--- config.mk ---
export PLATFORM = sky130hd
export DESIGN_NAME = encoder_delta_speed_core
export DESIGN_NICKNAME = d
export VERILOG_FILES = /design/src/hdl/eds_pkg.sv /design/src/hdl/eds_front.sv /design/src/hdl/eds_queue.sv /design/src/hdl/eds_back.sv /design/src/hdl/encoder_delta_speed_core.sv
export SDC_FILE = /design/constraint.sdc
export NUM_CORES = 2
export LEC_CHECK = 0
export ABC_AREA = 1
export ABC_CLOCK_PERIOD_IN_PS = 8100
export BUFFER_PORTS_ARGS = -buffer_cell sky130_fd_sc_hd__clkbuf_2
export CAP_MARGIN = 20
export CORE_MARGIN = 5
export CORE_UTILIZATION = 50
export DETAILED_ROUTE_END_ITERATION = 8
export PLACE_DENSITY = 0.77
export SYNTH_ARGS = -nofsm -noshare
export SYNTH_HDL_FRONTEND = slang
export SYNTH_SLANG_ARGS = --single-unit
--- constraint.sdc ---
create_clock -name clk -period 8.1 [get_ports clk]
set_clock_uncertainty 0.15 [all_clocks]
set_input_delay 2.43 -clock clk [delete_from_list [all_inputs] [get_ports clk]]
set_output_delay 2.43 -clock clk [all_outputs]
set_load 0.05 [all_outputs]
--- src/hdl/eds_pkg.sv ---
package eds_pkg;

    localparam int CNT_W   = 32;
    localparam int DELTA_W = 33;
    localparam int SPEED_W = 48;
    localparam int FB_W    = 16;
    localparam int NUM_W   = 57;   // |delta| (33b) * 60000*256 (24b)
    localparam int DEN_W   = 64;   // counts_per_rev * dt_ms
    localparam int CFG_IDX_W = 2;

    localparam logic [23:0] MS_PER_MIN_Q8 = 24'd15360000;

    localparam logic [CFG_IDX_W-1:0] CFG_AUTORELOAD     = 2'd0;
    localparam logic [CFG_IDX_W-1:0] CFG_COUNTS_PER_REV = 2'd1;
    localparam logic [CFG_IDX_W-1:0] CFG_FALLBACK_MS    = 2'd2;

    localparam logic [CNT_W-1:0] AUTORELOAD_RST     = 32'd65535;
    localparam logic [CNT_W-1:0] COUNTS_PER_REV_RST = 32'd1024;
    localparam logic [FB_W-1:0]  FALLBACK_MS_RST    = 16'd10;

    localparam logic signed [SPEED_W-1:0] SPEED_MAX = {1'b0, {(SPEED_W-1){1'b1}}};
    localparam logic signed [SPEED_W-1:0] SPEED_MIN = {1'b1, {(SPEED_W-1){1'b0}}};

    typedef struct packed {
        logic signed [DELTA_W-1:0] delta;
        logic [CNT_W-1:0]          dt;
        logic                      baseline;
    } item_t;

endpackage

--- src/hdl/eds_front.sv ---
module eds_front (
    input  logic                      clk,
    input  logic                      rst_n,
    input  logic                      push,
    output logic                      full,
    input  logic [eds_pkg::CNT_W-1:0] counter_value,
    input  logic [eds_pkg::CNT_W-1:0] tick_ms,
    input  logic [eds_pkg::CNT_W-1:0] autoreload,
    input  logic [eds_pkg::FB_W-1:0]  fallback_ms,
    input  logic                      q_full,
    output logic                      q_wr,
    output eds_pkg::item_t            q_data
);
    import eds_pkg::*;

    logic [CNT_W-1:0] prev_count_reg, prev_count_next;
    logic [CNT_W-1:0] prev_tick_reg, prev_tick_next;
    logic             base_valid_reg, base_valid_next;

    logic signed [CNT_W+1:0] diff;
    logic signed [CNT_W+1:0] range;
    logic signed [CNT_W+1:0] half;
    logic signed [CNT_W+1:0] mag;
    logic signed [CNT_W+1:0] folded;
    logic [CNT_W-1:0]        dt_raw;

    assign full = q_full;
    assign q_wr = push && !q_full;

    always_comb
    begin
        diff   = $signed({2'b00, counter_value}) - $signed({2'b00, prev_count_reg});
        range  = $signed({2'b00, autoreload}) + 34'sd1;
        half   = range >>> 1;
        mag    = diff[CNT_W+1] ? -diff : diff;
        folded = diff;
        if (mag > half)
        begin
            folded = diff[CNT_W+1] ? diff + range : diff - range;
        end
        dt_raw = tick_ms - prev_tick_reg;

        q_data.baseline = !base_valid_reg;
        q_data.delta    = base_valid_reg ? folded[DELTA_W-1:0] : '0;
        q_data.dt       = (dt_raw == '0) ? {{(CNT_W-FB_W){1'b0}}, fallback_ms} : dt_raw;

        prev_count_next = prev_count_reg;
        prev_tick_next  = prev_tick_reg;
        base_valid_next = base_valid_reg;
        if (q_wr)
        begin
            prev_count_next = counter_value;
            prev_tick_next  = tick_ms;
            base_valid_next = 1'b1;
        end
    end

    always_ff @(posedge clk or negedge rst_n)
    begin
        if (!rst_n)
        begin
            prev_count_reg <= '0;
            prev_tick_reg  <= '0;
            base_valid_reg <= 1'b0;
        end
        else
        begin
            prev_count_reg <= prev_count_next;
            prev_tick_reg  <= prev_tick_next;
            base_valid_reg <= base_valid_next;
        end
    end

endmodule

--- src/hdl/eds_queue.sv ---
module eds_queue #(
    parameter int DEPTH = 4
) (
    input  logic           clk,
    input  logic           rst_n,
    input  logic           wr,
    input  eds_pkg::item_t wr_data,
    input  logic           rd,
    output eds_pkg::item_t rd_data,
    output logic           full,
    output logic           empty
);
    import eds_pkg::*;

    localparam int PTR_W = (DEPTH > 1) ? $clog2(DEPTH) : 1;
    localparam int LVL_W = $clog2(DEPTH + 1);
    localparam logic [PTR_W-1:0] LAST   = PTR_W'(DEPTH - 1);
    localparam logic [LVL_W-1:0] LVL_MAX = LVL_W'(DEPTH);

    item_t            mem_reg [DEPTH];
    logic [PTR_W-1:0] wr_ptr_reg, wr_ptr_next;
    logic [PTR_W-1:0] rd_ptr_reg, rd_ptr_next;
    logic [LVL_W-1:0] level_reg, level_next;
    logic             do_wr, do_rd;

    assign full    = (level_reg == LVL_MAX);
    assign empty   = (level_reg == '0);
    assign do_wr   = wr && !full;
    assign do_rd   = rd && !empty;
    assign rd_data = mem_reg[rd_ptr_reg];

    always_comb
    begin
        wr_ptr_next = wr_ptr_reg;
        rd_ptr_next = rd_ptr_reg;
        level_next  = level_reg;
        if (do_wr)
        begin
            wr_ptr_next = (wr_ptr_reg == LAST) ? '0 : wr_ptr_reg + 1'b1;
        end
        if (do_rd)
        begin
            rd_ptr_next = (rd_ptr_reg == LAST) ? '0 : rd_ptr_reg + 1'b1;
        end
        if (do_wr && !do_rd)
        begin
            level_next = level_reg + 1'b1;
        end
        else if (do_rd && !do_wr)
        begin
            level_next = level_reg - 1'b1;
        end
    end

    always_ff @(posedge clk or negedge rst_n)
    begin
        if (!rst_n)
        begin
            wr_ptr_reg <= '0;
            rd_ptr_reg <= '0;
            level_reg  <= '0;
        end
        else
        begin
            wr_ptr_reg <= wr_ptr_next;
            rd_ptr_reg <= rd_ptr_next;
            level_reg  <= level_next;
        end
    end

    always_ff @(posedge clk)
    begin
        if (do_wr)
        begin
            mem_reg[wr_ptr_reg] <= wr_data;
        end
    end

endmodule

--- src/hdl/eds_back.sv ---
module eds_back (
    input  logic                               clk,
    input  logic                               rst_n,
    input  logic                               q_empty,
    input  eds_pkg::item_t                     q_data,
    output logic                               q_rd,
    input  logic [eds_pkg::CNT_W-1:0]          counts_per_rev,
    input  logic                               pop,
    output logic                               empty,
    output logic signed [eds_pkg::DELTA_W-1:0] delta_counts,
    output logic signed [eds_pkg::SPEED_W-1:0] speed_rpm_q8,
    output logic                               baseline_only
);
    import eds_pkg::*;

    localparam logic [1:0] S_IDLE = 2'd0;
    localparam logic [1:0] S_MUL  = 2'd1;
    localparam logic [1:0] S_DIV  = 2'd2;
    localparam logic [1:0] S_DONE = 2'd3;
    localparam int         STEP_W = $clog2(NUM_W + 1);

    logic [1:0]                state_reg, state_next;
    logic signed [DELTA_W-1:0] delta_reg, delta_next;
    logic [CNT_W-1:0]          dt_reg, dt_next;
    logic                      base_reg, base_next;
    logic                      zero_reg, zero_next;
    logic [NUM_W-1:0]          num_reg, num_next;
    logic [DEN_W-1:0]          den_reg, den_next;
    logic [DEN_W-1:0]          rem_reg, rem_next;
    logic [NUM_W-1:0]          quo_reg, quo_next;
    logic [STEP_W-1:0]         step_reg, step_next;

    logic                      out_valid_reg, out_valid_next;
    logic signed [DELTA_W-1:0] out_delta_reg;
    logic signed [SPEED_W-1:0] out_speed_reg;
    logic                      out_base_reg;

    logic [DELTA_W-1:0]        mag;
    logic [DEN_W:0]            rem_sh;
    logic [DEN_W:0]            rem_diff;
    logic                      ge;
    logic signed [SPEED_W-1:0] speed;
    logic                      load_out;
    logic                      neg;

    assign empty         = !out_valid_reg;
    assign delta_counts  = out_delta_reg;
    assign speed_rpm_q8  = out_speed_reg;
    assign baseline_only = out_base_reg;
    assign neg           = delta_reg[DELTA_W-1];

    always_comb
    begin
        mag      = neg ? DELTA_W'(-delta_reg) : DELTA_W'(delta_reg);
        rem_sh   = {rem_reg, num_reg[NUM_W-1]};
        rem_diff = rem_sh - {1'b0, den_reg};
        ge       = (rem_sh >= {1'b0, den_reg});

        // quotient is a magnitude; saturate on the 47-bit boundary for either sign
        if (zero_reg)
        begin
            speed = '0;
        end
        else if (quo_reg[NUM_W-1:SPEED_W-1] != '0)
        begin
            speed = neg ? SPEED_MIN : SPEED_MAX;
        end
        else if (neg)
        begin
            speed = -$signed({1'b0, quo_reg[SPEED_W-2:0]});
        end
        else
        begin
            speed = $signed({1'b0, quo_reg[SPEED_W-2:0]});
        end

        state_next     = state_reg;
        delta_next     = delta_reg;
        dt_next        = dt_reg;
        base_next      = base_reg;
        zero_next      = zero_reg;
        num_next       = num_reg;
        den_next       = den_reg;
        rem_next       = rem_reg;
        quo_next       = quo_reg;
        step_next      = step_reg;
        q_rd           = 1'b0;
        load_out       = 1'b0;
        out_valid_next = out_valid_reg && !pop;

        case (state_reg)
            S_IDLE:
            begin
                if (!q_empty)
                begin
                    q_rd       = 1'b1;
                    delta_next = q_data.delta;
                    dt_next    = q_data.dt;
                    base_next  = q_data.baseline;
                    zero_next  = q_data.baseline || (counts_per_rev == '0) ||
                                 (q_data.dt == '0);
                    state_next = S_MUL;
                end
            end
            S_MUL:
            begin
                num_next   = NUM_W'(mag) * NUM_W'(MS_PER_MIN_Q8);
                den_next   = DEN_W'(counts_per_rev) * DEN_W'(dt_reg);
                rem_next   = '0;
                quo_next   = '0;
                step_next  = STEP_W'(NUM_W);
                state_next = zero_reg ? S_DONE : S_DIV;
            end
            S_DIV:
            begin
                rem_next  = ge ? rem_diff[DEN_W-1:0] : rem_sh[DEN_W-1:0];
                quo_next  = {quo_reg[NUM_W-2:0], ge};
                num_next  = {num_reg[NUM_W-2:0], 1'b0};
                step_next = step_reg - 1'b1;
                if (step_reg == STEP_W'(1))
                begin
                    state_next = S_DONE;
                end
            end
            S_DONE:
            begin
                if (!out_valid_reg || pop)
                begin
                    load_out       = 1'b1;
                    out_valid_next = 1'b1;
                    state_next     = S_IDLE;
                end
            end
            default:
            begin
                state_next = S_IDLE;
            end
        endcase
    end

    always_ff @(posedge clk or negedge rst_n)
    begin
        if (!rst_n)
        begin
            state_reg     <= S_IDLE;
            out_valid_reg <= 1'b0;
            step_reg      <= '0;
        end
        else
        begin
            state_reg     <= state_next;
            out_valid_reg <= out_valid_next;
            step_reg      <= step_next;
        end
    end

    always_ff @(posedge clk)
    begin
        delta_reg <= delta_next;
        dt_reg    <= dt_next;
        base_reg  <= base_next;
        zero_reg  <= zero_next;
        num_reg   <= num_next;
        den_reg   <= den_next;
        rem_reg   <= rem_next;
        quo_reg   <= quo_next;
        if (load_out)
        begin
            out_delta_reg <= delta_reg;
            out_speed_reg <= speed;
            out_base_reg  <= base_reg;
        end
    end

endmodule

--- src/hdl/encoder_delta_speed_core.sv ---
// Encoder speed from count delta.
// Input queue side: drive counter_value and tick_ms with push; an item is taken
// on a clock edge with push high and full low. Result side: while empty is low,
// delta_counts, speed_rpm_q8 and baseline_only show the oldest result; pop with
// empty low takes it.
// Configuration: cfg_valid with cfg_index/cfg_data writes autoreload (0),
// counts_per_rev (1) or fallback_ms (2); other indexes are ignored. cfg_ready is
// always high. Write only while no item is in flight.
// Flow: an accepted item waits in the queue, then passes the back end's IDLE,
// MUL, DIV and DONE states before empty falls; DIV is skipped when the speed is
// forced to zero (baseline item or zero divisor). The 57-step restoring divider
// works on one item at a time; the front end fills a QUEUE_DEPTH-entry queue.
// A stalled result holds its value; the divider finishes the next item and
// waits, and full rises once the queue fills.
// Reset: registers return to defaults (65535, 1024, 10), the queue and result
// register empty, and the first item afterwards only captures the baseline.
module encoder_delta_speed_core #(
    parameter int QUEUE_DEPTH = 4
) (
    input  logic                                 clk,
    input  logic                                 rst_n,
    input  logic                                 push,
    output logic                                 full,
    input  logic [eds_pkg::CNT_W-1:0]            counter_value,
    input  logic [eds_pkg::CNT_W-1:0]            tick_ms,
    output logic                                 empty,
    input  logic                                 pop,
    output logic signed [eds_pkg::DELTA_W-1:0]   delta_counts,
    output logic signed [eds_pkg::SPEED_W-1:0]   speed_rpm_q8,
    output logic                                 baseline_only,
    input  logic                                 cfg_valid,
    output logic                                 cfg_ready,
    input  logic [eds_pkg::CFG_IDX_W-1:0]        cfg_index,
    input  logic [eds_pkg::CNT_W-1:0]            cfg_data
);
    import eds_pkg::*;

    logic [CNT_W-1:0] autoreload_reg;
    logic [CNT_W-1:0] cpr_reg;
    logic [FB_W-1:0]  fallback_reg;

    logic  q_wr, q_rd, q_full, q_empty;
    item_t q_wr_data, q_rd_data;

    assign cfg_ready = 1'b1;

    always_ff @(posedge clk or negedge rst_n)
    begin
        if (!rst_n)
        begin
            autoreload_reg <= AUTORELOAD_RST;
            cpr_reg        <= COUNTS_PER_REV_RST;
            fallback_reg   <= FALLBACK_MS_RST;
        end
        else if (cfg_valid && cfg_ready)
        begin
            case (cfg_index)
                CFG_AUTORELOAD:     autoreload_reg <= cfg_data;
                CFG_COUNTS_PER_REV: cpr_reg        <= cfg_data;
                CFG_FALLBACK_MS:    fallback_reg   <= cfg_data[FB_W-1:0];
                default:            ;
            endcase
        end
    end

    eds_front u_front (
        .clk           (clk),
        .rst_n         (rst_n),
        .push          (push),
        .full          (full),
        .counter_value (counter_value),
        .tick_ms       (tick_ms),
        .autoreload    (autoreload_reg),
        .fallback_ms   (fallback_reg),
        .q_full        (q_full),
        .q_wr          (q_wr),
        .q_data        (q_wr_data)
    );

    eds_queue #(
        .DEPTH (QUEUE_DEPTH)
    ) u_queue (
        .clk     (clk),
        .rst_n   (rst_n),
        .wr      (q_wr),
        .wr_data (q_wr_data),
        .rd      (q_rd),
        .rd_data (q_rd_data),
        .full    (q_full),
        .empty   (q_empty)
    );

    eds_back u_back (
        .clk            (clk),
        .rst_n          (rst_n),
        .q_empty        (q_empty),
        .q_data         (q_rd_data),
        .q_rd           (q_rd),
        .counts_per_rev (cpr_reg),
        .pop            (pop),
        .empty          (empty),
        .delta_counts   (delta_counts),
        .speed_rpm_q8   (speed_rpm_q8),
        .baseline_only  (baseline_only)
    );

endmodule

==> run summary <==
Worst Setup End Kind -> flip-flop
RSZ-0062 raised after global routing -> false
Post-synth EDFFs -> 642
Core area -> 0.176 mm²
Worst-path cell chain -> buf_4, nand2_1, fa_1, inv_1, fa_1, inv_1, fa_1, fa_1, inv_1, fa_1, fa_1, fa_1, ha_1, ha_1, a21oi_1, inv_1, a31oi_1, o21ai_0, a221oi_1, o311ai_0, xor2_1
Largest net degree at the start of global routing -> 136
Pre-CTS setup slack -> 0.113 ns
Area leader, netlist -> fa_1
Cells after Synth -> 11135
Die ar. -> 0.186 mm²
CTS clock-pin slew for the worst setup and hold paths -> 0.06 ns
Initial Util -> 50.4%
Worst R2R End -> u_back.den_reg[58]$_DFFE_PN_
Placed cells -> 13511
Final period util -> 98.3%
Detailed-route DRC error count -> 0
Reg2Reg Setup Slack -> 0.14 ns
Clk sinks -> 803
Register-to-Register Path Depth -> 21
DR WL/cell -> 19.2 µm
Final min period -> 7.96 ns
Slowest stage cell, crit path -> edfxtp_1
Hold EP -> u_back.delta_counts[1]$_DFFE_PP_
CTS tree -> done
H-tree depth -> 3
Synth top area share -> 22.9%
Top cells by area, synth -> fa_1 (23%), edfxtp_1 (22%), inv_1 (11%)
Pre-Repair DR Iteration Count -> 8
Row cnt -> 154
Sequential area share after synthesis -> 26.2%
Async SR Flop Fraction -> 20.0%
Final slew viol count -> 0
Crit path max-delay family -> adder cells
Post-detail-place hpwl -> 213 mm
Avg Cell Area, Syn -> 7.99 µm²
Crit path buffers/inverters -> 5
Worst EP required -> 8.36 ns
Syn nets -> 12849
Critical Path AT -> 8.23 ns
First-pass GRT wire length -> 415 mm
Post-route insts no fill -> 13687
Critical Path Fanout Max -> 17
Crit Path Category -> flip-flop to flip-flop
Largest buffer count on any clock path -> 3
Count of different cell masters after synthesis -> 58
Final wirelength -> 263 mm
Hold path startpoint -> u_back.delta_reg[1]$_DFFE_PP_
Final worst-path setup slack -> 0.138 ns
Clock latency on the worst-skew pair -> 0.75 ns
Relative slew slack -> 28.1%
Die Ht -> 432 µm
YS warnings -> 0
Port buffer count -> 186
Main synth FF type -> edfxtp_1
Number of flip-flops in the largest register -> 264
Initial antenna violation count -> 1
GRT Total Usage -> 28.0%
Vias -> 74035
Clk root buf -> clkbuf_16
Placed Instance Area -> 0.0934 mm²
Post-route setup TNS -> 0 ns
Final Cell Area -> 0.0968 mm²
Via density -> 5.41
Outcome -> finished, final reports clean
DIE WIDTH -> 432 µm
Share of layout cells above drive strength 1 -> 6.20%
Fmax -> 126 MHz
Critical R2R Launch -> u_back.dt_reg[21]$_DFFE_PP_
Hold WC Path Type -> flip-flop to flip-flop
Boundary Pins -> 188
Antenna-violating nets left -> 0
Crit path largest cell delay -> 0.99 ns
Setup-failing EPs final -> 0
Max-Cap Viols -> 0
Mapped Area -> 0.0890 mm²
Final Hold Viols -> 0
Seq cells post-synth -> 803
Worst Tran Pin Value -> 1.07 ns
Crit path launch type -> flip-flop
DRT iter0 DRCs -> 7433
Worst path most repeated cell -> fa_1
Nets -> 12985
Antenna Diode Count -> 0
Vias in the first global route -> 75247
Worst hold path depth -> 0
Global placement routability congestion -> 1.00
Layout area overhead -> 8.81%
Num CTS Buffers -> 91
Grt total ovfl -> 0
-- worst max path at each step --
stage / depth (start not counted) / to / slack (ns) / start
after global routing: 23 / u_back.den_reg[46]$_DFFE_PN_ / 0.01 / u_back.dt_reg[20]$_DFFE_PP_
final: 21 / u_back.den_reg[58]$_DFFE_PN_ / 0.14 / u_back.dt_reg[21]$_DFFE_PP_
after CTS: 27 / u_back.den_reg[49]$_DFFE_PN_ / 0.13 / cpr_reg[2]$_DFFE_PN0P_
after global placement: 28 / u_back.den_reg[49]$_DFFE_PN_ / 0.11 / cpr_reg[4]$_DFFE_PN0P_
after detailed placement: 27 / u_back.den_reg[49]$_DFFE_PN_ / 0.11 / cpr_reg[2]$_DFFE_PN0P_
after floorplan: 26 / u_back.den_reg[54]$_DFFE_PN_ / 1.06 / cpr_reg[10]$_DFFE_PN1P_
-- through the flow --
stage	utilization (%)	hold slack (ns)
2_1_floorplan	-	0.250
3_3_place_gp	52.9	0.307
3_5_place_dp	52.9	0.323
4_1_cts	54.8	0.336
5_1_grt	54.9	0.342
6_report	54.9	0.327
-- cells by family (layout without fill, tap and decap cells) --
logic type | Yosys count | in the layout | share of synthesized area, %
buf+inv | 3002 | 3214 | 12.7
fa+ha+maj | 1611 | 1611 | 31.3
other cells | 1 | 1 | 0.00421
flops | 803 | 803 | 26.2
mux | 2 | 2 | 0.0239
simple gates | 4059 | 4059 | 18.4
xor+xnor | 305 | 305 | 3.03
compound gates | 1352 | 1352 | 8.36
-- area by class of cell --
class / count / area (µm²)
Inverter: 2618 / 9830
Tap cell: 2340 / 2930
Multi-Input combinational cell: 7330 / 54400
Clock inverter: 59 / 835
Timing Repair Buffer: 427 / 3060
Fill cell: 16031 / 79700
Sequential cell: 803 / 23300
Clock buffer: 110 / 2420
-- synthesized netlist by cell type (all sizes together) (43+ instances only) --
library cell	instances
xnor2	109
nor2	926
a31oi	51
a21o	43
nor3	73
buf	47
fa	1020
nand3	281
clkbuf	337
o21ai	602
edfxtp	642
a21oi	467
ha	591
xor2	196
nand4	98
dfrtp	142
nand2	2569
inv	2614
-- repair_timing --
action	in CTS	in global routing
endpoints found under the setup margin	0	11
buffers inserted	0	6
resized for setup	0	13
hold buffers	0	0
-- cell usage in the layout (no fill, tap or decap), drive strengths merged, types with 39 or more instances in the layout --
master,Yosys,layout
o21ai,602,602
clkinv,4,39
buf,47,242
nor2,926,926
o22ai,42,42
nand2,2569,2569
edfxtp,642,642
nor4,42,42
a21o,43,43
ha,591,591
inv,2614,2620
xnor2,109,109
a31oi,51,51
clkbuf,337,295
a21oi,467,467
fa,1020,1020
nand4,98,98
xor2,196,196
nand3,281,281
dfrtp,142,142
nor3,73,73
-- worst register-to-register path, cell delays in order, from the launching register on --
cell and delay [ns]:
edfxtp_1 0.99, buf_4 0.36, nand2_1 0.10, fa_1 0.53, inv_1 0.06, fa_1 0.48
inv_1 0.06, fa_1 0.48, fa_1 0.56, inv_1 0.05, fa_1 0.50, fa_1 0.43
fa_1 0.42, ha_1 0.32, ha_1 0.40, a21oi_1 0.19, inv_1 0.07, a31oi_1 0.24
o21ai_0 0.19, a221oi_1 0.40, o311ai_0 0.38, xor2_1 0.26
-- per-layer routing --
layer / vias up / track usage (%) / wire length, µm
met4: 0 / 9.71 / 9920
met3: 526 / 5.24 / 23700
met2: 3236 / 43.8 / 117000
met5: - / 0 / 0
li1: 34410 / - / -
met1: 35863 / 39.4 / 112000
Power is not shown: default switching activity piles up to over one toggle a cycle in this logic, so the estimate is an artifact.
